File: src/hdl/hcr_pkg.sv
// Package for the hex cube rounding block: fixed-point widths, constants,
// the structs passed between pipeline stages and the saturation function.
// No dependencies.
package hcr_pkg;

   // Fraction bits of the plane coordinates.
   localparam int FRAC_BITS = 16;

   // Pitch register: unsigned Q8.16.
   localparam int PITCH_W = 24;
   localparam int PITCH_FRAC = 16;
   localparam logic [PITCH_W-1:0] PITCH_RESET = 24'd65536;

   // Coordinate and result widths.
   localparam int POINT_W = 32;
   localparam int HEX_W = 16;

   // cos30 in Q0.16 as a positive signed operand, and its fraction shift.
   localparam logic signed [16:0] COS30_OP = 17'sd56756;
   localparam int COS_SHIFT = 15;

   // Datapath widths.
   localparam int PROD_W = POINT_W + PITCH_W + 1;    // point times pitch
   localparam int SX_W = PROD_W - PITCH_FRAC;        // scaled point
   localparam int CPROD_W = SX_W + 17;               // scaled x times cos30
   localparam int C_W = CPROD_W - COS_SHIFT;         // cos30 * x, one extra fraction bit
   localparam int AXIS_W = C_W + 1;                  // axis value with margin
   localparam int R_W = AXIS_W - FRAC_BITS - 1;      // rounded axis
   localparam int RS_W = R_W + 1;                    // rebuilt axis
   localparam int E_W = FRAC_BITS + 1;               // rounding error magnitude

   localparam logic signed [AXIS_W-1:0] AXIS_HALF = AXIS_W'(64'd1 << FRAC_BITS);
   localparam logic [E_W-1:0] E_HALF = E_W'(64'd1 << FRAC_BITS);

   // Axis order within the rounding arrays.
   localparam int AXIS_U = 0;
   localparam int AXIS_V = 1;
   localparam int AXIS_F = 2;

   // Output of the scaling stages.
   typedef struct packed {
      logic                     valid;
      logic signed [C_W-1:0]    c;
      logic signed [SX_W-1:0]   sz;
   } scale_type;

   // Output of the rounding stage.
   typedef struct packed {
      logic                             valid;
      logic signed [2:0][R_W-1:0]       r;
      logic [2:0][E_W-1:0]              e;
   } round_type;

   // Clamp a rebuilt axis to the signed 16-bit range.
   function automatic logic signed [HEX_W-1:0] sat_hex(input logic signed [RS_W-1:0] v);
      logic signed [RS_W-1:0] hi;
      logic signed [RS_W-1:0] lo;
      hi = RS_W'(32767);
      lo = -RS_W'(32768);
      if (v > hi) begin
         return 16'sh7fff;
      end else if (v < lo) begin
         return 16'sh8000;
      end
      return v[HEX_W-1:0];
   endfunction

endpackage

File: src/hdl/hcr_round.sv
// Rounding stage: forms the three cube axes and rounds each half up,
// keeping the rounding error magnitude. Depends on hcr_pkg.
module hcr_round (
   input  logic                 clock,
   input  logic                 reset,
   input  hcr_pkg::scale_type   scale_in,
   output hcr_pkg::round_type   round_out
);
   import hcr_pkg::*;

   logic signed [2:0][AXIS_W-1:0]  axis;
   logic signed [2:0][AXIS_W-1:0]  biased;
   logic [2:0][E_W-1:0]            mod;
   logic signed [AXIS_W-1:0]       c_ext;
   logic signed [AXIS_W-1:0]       sz_ext;
   round_type                      round_ff, round_in;

   // Axes carry one extra fraction bit so that z/2 stays exact.
   always_comb begin
      c_ext = AXIS_W'(scale_in.c);
      sz_ext = AXIS_W'(scale_in.sz);
      axis[AXIS_U] = c_ext - sz_ext;
      axis[AXIS_V] = sz_ext <<< 1;
      axis[AXIS_F] = -sz_ext - c_ext;
   end

   // Round half up; the error is the distance of the remainder from one half.
   always_comb begin
      round_in.valid = scale_in.valid;
      for (int i = 0; i < 3; i++) begin
         biased[i] = axis[i] + AXIS_HALF;
         round_in.r[i] = biased[i][AXIS_W-1:FRAC_BITS+1];
         mod[i] = biased[i][FRAC_BITS:0];
         if (mod[i][FRAC_BITS]) begin
            round_in.e[i] = {1'b0, mod[i][FRAC_BITS-1:0]};
         end else begin
            round_in.e[i] = E_HALF - mod[i];
         end
      end
   end

   always_ff @(posedge clock) begin
      if (reset) begin
         round_ff.valid <= 1'b0;
      end else begin
         round_ff.valid <= round_in.valid;
      end
      round_ff.r <= round_in.r;
      round_ff.e <= round_in.e;
   end

   assign round_out = round_ff;

endmodule

File: config.mk
export PLATFORM = sky130hd
export DESIGN_NAME = hcr_round
export DESIGN_NICKNAME = d
export VERILOG_FILES = /design/src/hdl/hcr_pkg.sv /design/src/hdl/hcr_round.sv
export SDC_FILE = /design/constraint.sdc
export NUM_CORES = 1
export LEC_CHECK = 0
export ABC_CLOCK_PERIOD_IN_PS = 4500
export BUFFER_PORTS_ARGS = -buffer_cell sky130_fd_sc_hd__buf_2
export CORE_UTILIZATION = 57
export CTS_BUF_LIST = sky130_fd_sc_hd__clkbuf_4
export CTS_CLUSTER_SIZE = 10
export DETAILED_ROUTE_END_ITERATION = 16
export GPL_TIMING_DRIVEN = 0
export PLACE_DENSITY = 0.83
export SETUP_SLACK_MARGIN = 0.15
export SLEW_MARGIN = 40
export SYNTH_ARGS = -nofsm -noshare
export SYNTH_HDL_FRONTEND = slang
export SYNTH_SLANG_ARGS = --single-unit
File: constraint.sdc
create_clock -name clock -period 4.5 [get_ports clock]
set_input_delay 0.45 -clock clock [delete_from_list [all_inputs] [get_ports clock]]
set_output_delay 0.45 -clock clock [all_outputs]
set_load 0.01 [all_outputs]
==> impl_metrics.csv <==
group,metric,value,unit
cts,root_buffer,"clkbuf_4",
synth,syn_nets,1455,
placed_design,placedCellCount,1635,
detailed_routing,routed_via_density,5.539,
placed_design,globalplace.congestion,0.9231,
synth,syn-cell-area,10030,sq um
sta,tightest_slew,788.5,ps
synth,ys_ff_latch,130,
placed_design,dp_hpwl,21090,um
sta,rsz0062_at_grt,"false",
synth,yosys-top-cells-area,"dfxtp_1, ha_1, xnor2_1, inv_1, a21oi_1",
sta,hold_viol,0,
cts,htree_levels,4,
final_layout,area_growth,16.31,%
detailed_routing,ant_nets,0,
power_and_ir_drop,p_seq_share,36.4,%
synth,synth_common_cells,"ha_1, inv_1, dfxtp_1, xnor2_1, a21oi_1",
global_routing,grtUsageMet2,48.51,%
detailed_routing,drt_wl_total,25480,um
critical_path,crit_fanout,7,
critical_path,startpoint_type,"primary input",
floorplan,dieArea,18130,sq um
cts,cts_buffers,17,
floorplan,num_io_pins,220,
critical_path,worstSetupPathType,"primary input to register",
cts,clockBufferDepth,2,
floorplan,rows,48,
synth,ys_types,73,
sta,slew_violations,0,
cts,clk_pin_slew_worst_paths,110,ps
detailed_routing,dr.pass1.iters,5,
global_routing,grt_max_degree,17,
power_and_ir_drop,clockPowerShare,18.2,%
sta,final-setup-viol-count,0,
synth,async_flop_share,0,%
global_routing,met3_usage,4.392,%
global_routing,grt_pass1_vias,8491,
final_layout,drive_above_1_share,17.90,%
power_and_ir_drop,max-vdd-ir-drop,0.2653,mV
global_routing,use_met1,34.82,%
global_routing,grt_pass1_wl,39980,um
outcome,outcome,"complete, no violations",
cts,ctsResizeCount,0,
placed_design,dp_slack,225.3,ps
floorplan,initial_core_util,58.18,%
global_routing,antenna_found_initial,2,
synth,synth_most_common_cell,"ha_1",
synth,synth_warnings,0,
critical_path,required,4970,ps
detailed_routing,drcViolationCount,0,
sta,worst_slack,728.1,ps
global_routing,grt_usage,27.77,%
sta,fmax,265.1,MHz
final_layout,layout.nets,1692,
critical_path,max_stage_delay,430,ps
sta,max_slew_margin,47.05,%
critical_path,path_cells,"buf_2 -> inv_1 -> ha_1 -> inv_1 -> ha_1 -> buf_6 -> and4_4 -> and3_4 -> a221o_1 -> a31oi_1 -> a31oi_1 -> a22o_1 -> a211o_1 -> o21a_1 -> a2111o_1 -> o211ai_1",
final_layout,instances_no_fill,1667,
detailed_routing,drtIter0Drc,604,
critical_path,cp-end-kind,"register",
power_and_ir_drop,powerDensity,366.1,nW/um^2
cts,cts.sinks,130,
floorplan,dieWidth,134.6,um
power_and_ir_drop,switching_share,38.88,%
detailed_routing,wire_per_inst,15.28,um
synth,synth_edf_count,0,
synth,yosysTopAreaCell,"dfxtp_1",
hold_path,hold_class,"primary input to register",
cts,post_cts.repair.setup_buffers,0,
critical_path,cp_slowest_cell,"a2111o_1",
detailed_routing,vias,9234,
critical_path,arrival,4250,ps
sta,fin_crit_sh,83.82,%
global_routing,grt_busiest_layer,"met2",
global_routing,grt-ovfl-total,0,
synth,seq_area_frac_synth,25.95,%
power_and_ir_drop,p_int,2.610,mW
sta,min_period,3772,ps
placed_design,io_buffers,218,
power_and_ir_drop,pwr-share-comb,45.4,%
floorplan,die_h,134.6,um
synth,synth_ff_type,"dfxtp_1",
cts,holdBufCountCts,0,
power_and_ir_drop,p_switching,1.660,mW
cts,cts_tree,"yes",
sta,fin_setup_tns,0,ps
synth,postSynthCellCount,1192,
synth,syn_area_per_cell,8.413,sq um
floorplan,coreArea,17240,sq um
power_and_ir_drop,p_leak,6.105,nW
flow_run,cap_violations,0,
synth,yosys.area.top_type_share,25.95,%
final_layout,largest_reg_flops,130,
final_layout,finish.utilization,67.67,%
## per-layer routing
metal	part of all wire, %	vias up
li1	-	4613
met1	43	4222
met2	48	355
met3	6.7	44
met4	2.1	0
met5	0	-
## critical path: cells and delay by family
kind	cells	cell delay, ps
AO/OA/AOI/OAI	8	2240
adder cells (fa/ha/maj)	2	630
buffers and inverters	4	540
AND/OR/NAND/NOR	2	370
## layout by cell type, fill, tap and decap left out, types with 38 or more instances in the layout
| cell | instances |
|---|---|
| nand2_1 | 69 |
| a21o_1 | 43 |
| dfxtp_1 | 130 |
| xnor2_1 | 105 |
| buf_2 | 219 |
| nor2_1 | 69 |
| ha_1 | 174 |
| inv_1 | 148 |
| a21oi_1 | 81 |
| xor2_1 | 38 |
## per-stage QoR
step           hold slack [ps]  area (sq um)  power (mW)
5_1_grt                  17.74         11660       4.547
4_1_cts                  18.19         11660       4.292
3_5_place_dp             609.3         11400       3.502
6_report                 54.20         11660       4.270
2_1_floorplan            477.7         10030       2.846
3_3_place_gp             609.8         11400       3.465
## final timing paths
| path | startpoint | end | slack [ps] | cells past startpoint |
|---|---|---|---|---|
| worst max-delay path | scale_in[15] | round_out[76]$_DFF_P_ | 730 | 16 |
| worst min-delay path | reset | round_out[132]$_SDFF_PP0_ | 50 | 2 |
## power by group through the flow
stage          registers (mW)  clock network [mW]  logic [mW]
2_1_floorplan            1.74                   0        1.10
3_3_place_gp             1.58                   0        1.89
3_5_place_dp             1.58                   0        1.92
4_1_cts                  1.56               0.799        1.94
5_1_grt                  1.58               0.842        2.13
6_report                 1.55               0.777        1.94
## logic make-up (layout without fill, tap and decap cells)
| family | count (synthesis) | count (layout) | synth area share, % |
|---|---|---|---|
| adders and majority gates | 176 | 176 | 22.11 |
| buffers and inverters | 174 | 423 | 6.712 |
| AOI/OAI and AO/OA | 287 | 287 | 18.63 |
| and+or+nand+nor | 279 | 279 | 13.86 |
| xor gates and xnor gates | 143 | 143 | 12.49 |
| DFF | 130 | 130 | 25.95 |
| other | 1 | 2 | 0.03739 |
| muxes | 2 | 2 | 0.2121 |
## layout make-up
type | instances | area (sq um)
timing repair buffer | 218 | 1091
antenna | 1 | 2.502
tap | 225 | 281.5
multi-input combinational | 888 | 6753
sequential | 130 | 2603
fill | 1440 | 5573
clock buffer | 19 | 142.6
buffer | 25 | 113.9
clock inverter | 12 | 117.6
inverter | 149 | 559.3
Note: power is estimated with default switching activity, not from simulation.
