**config.mk**
```make
export PLATFORM = sky130hd
export DESIGN_NAME = hcr_select
export DESIGN_NICKNAME = d
export VERILOG_FILES = /design/src/hdl/hcr_pkg.sv /design/src/hdl/hcr_select.sv
export SDC_FILE = /design/constraint.sdc
export NUM_CORES = 1
export LEC_CHECK = 0
export BUFFER_PORTS_ARGS = -buffer_cell sky130_fd_sc_hd__buf_4
export CAP_MARGIN = 20
export CORE_UTILIZATION = 60
export CTS_BUF_LIST = sky130_fd_sc_hd__clkbuf_4
export DETAILED_ROUTE_END_ITERATION = 10
export PLACE_DENSITY = 0.86
export SYNTH_ARGS = -nofsm -noshare
export SYNTH_HDL_FRONTEND = slang
export SYNTH_SLANG_ARGS = --single-unit
```
**constraint.sdc**
```tcl
create_clock -name clock -period 12.3 [get_ports clock]
set_input_delay 2.46 -clock clock [delete_from_list [all_inputs] [get_ports clock]]
set_output_delay 2.46 -clock clock [all_outputs]
set_load 0.1 [all_outputs]
```
**src/hdl/hcr_pkg.sv**
```systemverilog
// Package for the hex cube rounding block: fixed-point widths, constants,
// the structs passed between pipeline stages and the saturation function.
// No dependencies.
package hcr_pkg;

   // Fraction bits of the plane coordinates.
   localparam int FRAC_BITS = 16;

   // Pitch register: unsigned Q8.16.
   localparam int PITCH_W = 24;
   localparam int PITCH_FRAC = 16;
   localparam logic [PITCH_W-1:0] PITCH_RESET = 24'd65536;

   // Coordinate and result widths.
   localparam int POINT_W = 32;
   localparam int HEX_W = 16;

   // cos30 in Q0.16 as a positive signed operand, and its fraction shift.
   localparam logic signed [16:0] COS30_OP = 17'sd56756;
   localparam int COS_SHIFT = 15;

   // Datapath widths.
   localparam int PROD_W = POINT_W + PITCH_W + 1;    // point times pitch
   localparam int SX_W = PROD_W - PITCH_FRAC;        // scaled point
   localparam int CPROD_W = SX_W + 17;               // scaled x times cos30
   localparam int C_W = CPROD_W - COS_SHIFT;         // cos30 * x, one extra fraction bit
   localparam int AXIS_W = C_W + 1;                  // axis value with margin
   localparam int R_W = AXIS_W - FRAC_BITS - 1;      // rounded axis
   localparam int RS_W = R_W + 1;                    // rebuilt axis
   localparam int E_W = FRAC_BITS + 1;               // rounding error magnitude

   localparam logic signed [AXIS_W-1:0] AXIS_HALF = AXIS_W'(64'd1 << FRAC_BITS);
   localparam logic [E_W-1:0] E_HALF = E_W'(64'd1 << FRAC_BITS);

   // Axis order within the rounding arrays.
   localparam int AXIS_U = 0;
   localparam int AXIS_V = 1;
   localparam int AXIS_F = 2;

   // Output of the scaling stages.
   typedef struct packed {
      logic                     valid;
      logic signed [C_W-1:0]    c;
      logic signed [SX_W-1:0]   sz;
   } scale_type;

   // Output of the rounding stage.
   typedef struct packed {
      logic                             valid;
      logic signed [2:0][R_W-1:0]       r;
      logic [2:0][E_W-1:0]              e;
   } round_type;

   // Clamp a rebuilt axis to the signed 16-bit range.
   function automatic logic signed [HEX_W-1:0] sat_hex(input logic signed [RS_W-1:0] v);
      logic signed [RS_W-1:0] hi;
      logic signed [RS_W-1:0] lo;
      hi = RS_W'(32767);
      lo = -RS_W'(32768);
      if (v > hi) begin
         return 16'sh7fff;
      end else if (v < lo) begin
         return 16'sh8000;
      end
      return v[HEX_W-1:0];
   endfunction

endpackage

```
**src/hdl/hcr_select.sv**
```systemverilog
// Final stage: rebuilds the axis with the largest rounding error from the
// other two, saturates and registers the result. Depends on hcr_pkg.
module hcr_select (
   input  logic                                 clock,
   input  logic                                 reset,
   input  hcr_pkg::round_type                   round_in,
   output logic                                 out_valid,
   output logic signed [hcr_pkg::HEX_W-1:0]     hex_u,
   output logic signed [hcr_pkg::HEX_W-1:0]     hex_v,
   output logic signed [hcr_pkg::HEX_W-1:0]     hex_f
);
   import hcr_pkg::*;

   logic signed [RS_W-1:0]   ru, rv, rf;
   logic [E_W-1:0]           eu, ev, ef;
   logic                     valid_ff;
   logic signed [HEX_W-1:0]  u_ff, u_in;
   logic signed [HEX_W-1:0]  v_ff, v_in;
   logic signed [HEX_W-1:0]  f_ff, f_in;

   // Rebuild one axis so the three sum to zero; top-error ties rebuild f.
   // Elements of the packed axis array read as unsigned, so they are
   // reinterpreted as signed before they are widened.
   always_comb begin
      ru = RS_W'($signed(round_in.r[AXIS_U]));
      rv = RS_W'($signed(round_in.r[AXIS_V]));
      rf = RS_W'($signed(round_in.r[AXIS_F]));
      eu = round_in.e[AXIS_U];
      ev = round_in.e[AXIS_V];
      ef = round_in.e[AXIS_F];
      if (eu > ev && eu > ef) begin
         ru = -rv - rf;
      end else if (ev > eu && ev > ef) begin
         rv = -ru - rf;
      end else begin
         rf = -ru - rv;
      end
      u_in = sat_hex(ru);
      v_in = sat_hex(rv);
      f_in = sat_hex(rf);
   end

   always_ff @(posedge clock) begin
      if (reset) begin
         valid_ff <= 1'b0;
      end else begin
         valid_ff <= round_in.valid;
      end
      u_ff <= u_in;
      v_ff <= v_in;
      f_ff <= f_in;
   end

   assign out_valid = valid_ff;
   assign hex_u = u_ff;
   assign hex_v = v_ff;
   assign hex_f = f_ff;

endmodule

```
==> results <==
- The run finished with clean final reports.
- The final clock period utilization by the worst path is 60.2%.
- The number of failing hold endpoints at the final stage is 0.
- The number of setup buffers added after CTS is 0.
- Yosys mapped a number of flops with a built-in enable equal to 0.
- The detailed router placed 10118 vias in this run.
- Global routing consumed, on the met2 layer, 56.5% of the routing resources.
- After synthesis, the netlist uses 90 different library cells.
- The final global-route overflow total is 0.
- The count of inserted antenna diode cells is 0.
- Yosys instantiated no cell more often than sky130_fd_sc_hd__ha_1.
- The aggregate routed wire length is 28700 um.
- TritonCTS built the clock tree.
- The top-area cell type share of the netlist area is 21.5%.
- The path class of the tightest hold or removal check is in -> reg.
- The worst pin sits at a relative slew slack of 25.4%.
- Internal power comes to 483 uW.
- The finished cells cover 10700 um2.
- In this run switching power makes up 58.9% of total power.
- Setup repair after global routing left no endpoint under its margin.
- The average wire per standard cell is 17.9 um.
- CTS saw 49 sinks.
- For this run, the slowest stage of the critical path takes 0.70 ns.
- Combinational logic burns 74.6% of the power.
- The post-synthesis sequential area ratio is 10.6%.
- Input and output buffers added on the ports amount to 183.
- The first-pass iteration count of the detailed router is 6.
- The final-report max-slew violation count was 0.
- The number of cell rows is 44.
- The number of global-route vias before repair is 9281.
- The critical path endpoint category is a flip-flop.
- The net count of the finished layout is 1722.
- The global-route wire length before repair is 45700 um.
- The power spent charging and discharging nets is 691 uW.
- The met3 track demand over resource in global routing is 5.65%.
- In this run the cell area of the synthesized design comes to 9240 um2.
- The post-detailed-route count of antenna-violating nets is 0.
- The number of antenna violations at the first check in global routing came to 0.
- The commonest cells after synthesis are sky130_fd_sc_hd__ha_1 (159), sky130_fd_sc_hd__a21oi_1 (134), sky130_fd_sc_hd__nor2_1 (117).
- The worst-case IR drop observed on VDD is 0.0000896 V.
- The CTS H-tree depth is 2.
- The global placer's final weighted congestion is 0.983.
- For the pin with the worst max-slew slack, the measured transition is 1.12 ns.
- The top-level port count is 184.
- The number of nets handed over by synthesis was 1568.
- The worst setup path category is in -> reg.
- Dividing total power by cell area gives a power density of 110 nW/um2.
- For this run, design rule violations remaining after detail routing come to 0.
- For hold timing, the worst endpoint is out_valid.
- The startpoint identified for the worst hold timing path is reset.
- The full die area is 15900 um2.
- The number of warning messages in the yosys log is 0.
- The share of async-settable or async-resettable flops after synthesis is 0%.
- The standard cell area after detailed placement is 10600 um2.
- The worst-case clock buffer depth is 2.
- The worst setup path is launched from an input pin.
- The standby leakage power is 4.98 nW.
- A synthesized cell averages 7.27 um2.
- Counting instances, the worst hold path has a depth of 2.
- After detailed routing, the number of vias per cell comes to 6.28.
- The clock root buffer is sky130_fd_sc_hd__clkbuf_4.
- The tightest hold path in the finished design has a slack of 2.19 ns.
- The cell with the biggest individual delay on the critical path is sky130_fd_sc_hd__o41a_1.
- The post-layout minimum cycle time is 7.41 ns.
- The overall global routing resource usage is 35.5%.
- The most utilized layer in the global route result is met2.
- The ratio of cells with drive above 1 in the final layout is 18.9%.
- The power consumption is 1.17 mW.
- In this run the horizontal extent of the chip is 126 um.
- The number of clock buffers inserted by TritonCTS is 5.
- For this design, the CTS-stage hold fixing added 0 buffers.
- The count of maximum capacitance violations is 0.
- The region available for standard cell placement spans 14800 um2.
- Static timing analysis puts the maximum clock frequency at 0.135 GHz.
- In the global route stage, met1 resource usage came out at 49.1%.
- The cell count after synthesis came out at 1271.
- Counting flops and latches in the post-synthesis netlist gives 49.
- The final-report setup violation count is 0.
- The synthesized design spends more area on one cell type than any other, namely sky130_fd_sc_hd__ha_1.
- The number of instances resized during post-cts repair is 0.
- The initial standard-cell utilization of the core is 62.6%.
- The layout overhead on the synthesized area is 15.9%.
- For the final routed database, the setup TNS stands at 0 ns.
- The signal on the critical path passes through buf_4 -> nor4_2 -> nand4_1 -> nor4_1 -> nand2b_1 -> nor4_1 -> nand2_1 -> nor3_1 -> xnor2_1 -> ha_1 -> a21o_1 -> nor2_1 -> o21ai_0 -> a2111oi_0 -> nor4_2 -> a21oi_1 -> o41a_1 -> o21ai_0.
- Data arrives at the worst endpoint at 7.67 ns.
- The HPWL after detailed placement is 24300 um.
- Clock-pin slew was measured on the worst setup and hold paths at 0.16 ns.
- The top flip-flop cell by instance count after synthesis is sky130_fd_sc_hd__dfxtp_1.
- Entering global routing, the biggest net connects 43 pins.
- The number of DRC markers after the initial detailed-route iteration is 1072.
- The required time of the critical path is 12.57 ns.
- The power share of the sequential group is 17.8%.
- Of all nets on the critical path, the largest fanout is 15.
- By area the synthesized netlist is led by sky130_fd_sc_hd__ha_1 (22%), sky130_fd_sc_hd__dfxtp_1 (11%), sky130_fd_sc_hd__a21oi_1 (7.3%).
- The number of fillers in the final layout is 1271.
- The overall die height is 126 um.
- Per report_power, the clock group accounts for 7.6% of the total.
worst max path at each step:
stage | slack [ns] | cells after the start | startpoint | endpoint
global route | 4.23 | 18 | round_in[56] | hex_v[0]
detailed placement | 4.52 | 18 | round_in[56] | hex_v[3]
floorplan | 5.61 | 20 | round_in[56] | hex_v[10]
global placement | 4.67 | 18 | round_in[56] | hex_v[1]
CTS | 4.92 | 18 | round_in[56] | hex_v[3]
finish | 4.89 | 18 | round_in[56] | hex_v[2]
sequential cells by signal (all words and copies together), names as in the netlist:
name	cells
hex_f	16
hex_v	16
hex_u	16
out_valid	1
layer usage:
metal  up-vias  part of all wire [%]  wire length, um
met3        72                   9.4             2710
met1      4575                    44            12500
met2       547                    44            12600
met5         -                     0                0
met4         0                   3.0              873
li1       4924                     -                -
worst max-delay path: cells and delay by family:
kind            cells  cell delay, ns
compound gates      6            2.12
xor+xnor            1            0.21
fa+ha+maj           1            0.37
buf+inv             1            0.13
simple gates        9            2.37
power groups by stage:
stage / logic (mW) / registers, mW / clock network (mW)
floorplan: 0.395 / 0.483 / 0
global placement: 0.852 / 0.212 / 0
detailed placement: 0.862 / 0.212 / 0
CTS: 0.865 / 0.209 / 0.0893
global route: 0.933 / 0.211 / 0.0958
finish: 0.876 / 0.209 / 0.0890
kinds of logic after synthesis:
logic type                 share of synthesized area (%)
AOI/OAI and AO/OA                                   28.8
buffers and inverters                               7.03
adders and majority gates                           22.2
muxes                                               1.21
and+or+nand+nor                                     21.7
DFF                                                 10.6
xor gates and xnor gates                            8.43
cell usage in the layout (no fill, tap or decap), drive strengths merged, types with 9 or more instances in the layout:
cell / count
dfxtp: 49
inv: 116
o21ai: 111
nand3: 25
xor2: 42
and2: 9
nand4: 33
o21a: 19
a211oi: 15
nand2: 96
o31ai: 10
nand2b: 18
and3: 12
nor2: 120
mux2i: 10
xnor2: 46
a31oi: 15
nor2b: 10
ha: 159
nor3: 37
or3: 13
a21o: 16
nor4: 12
buf: 185
a21oi: 147
stage by stage:
stage                     worst slack, ns  utilization (%)  instances
after floorplan                      5.61                -       1271
after global placement               4.67             72.1       1602
after detailed placement             4.52             72.1       1602
after CTS                            4.92             72.6       1610
after global routing                 4.23             72.6       1610
final                                4.89             72.6       1610
layout make-up:
class                   count  area [um2]  share of cell area (%)
inverters                 115         432                    4.03
clock buffers               5        37.5                   0.351
flip-flops and latches     49         981                    9.16
well taps                 184         230                    2.15
multi-input cells        1069        7610                    71.1
repair buffers            185        1390                    13.0
clock inverters             3        26.3                   0.245
(Power assumes the default switching activity.)
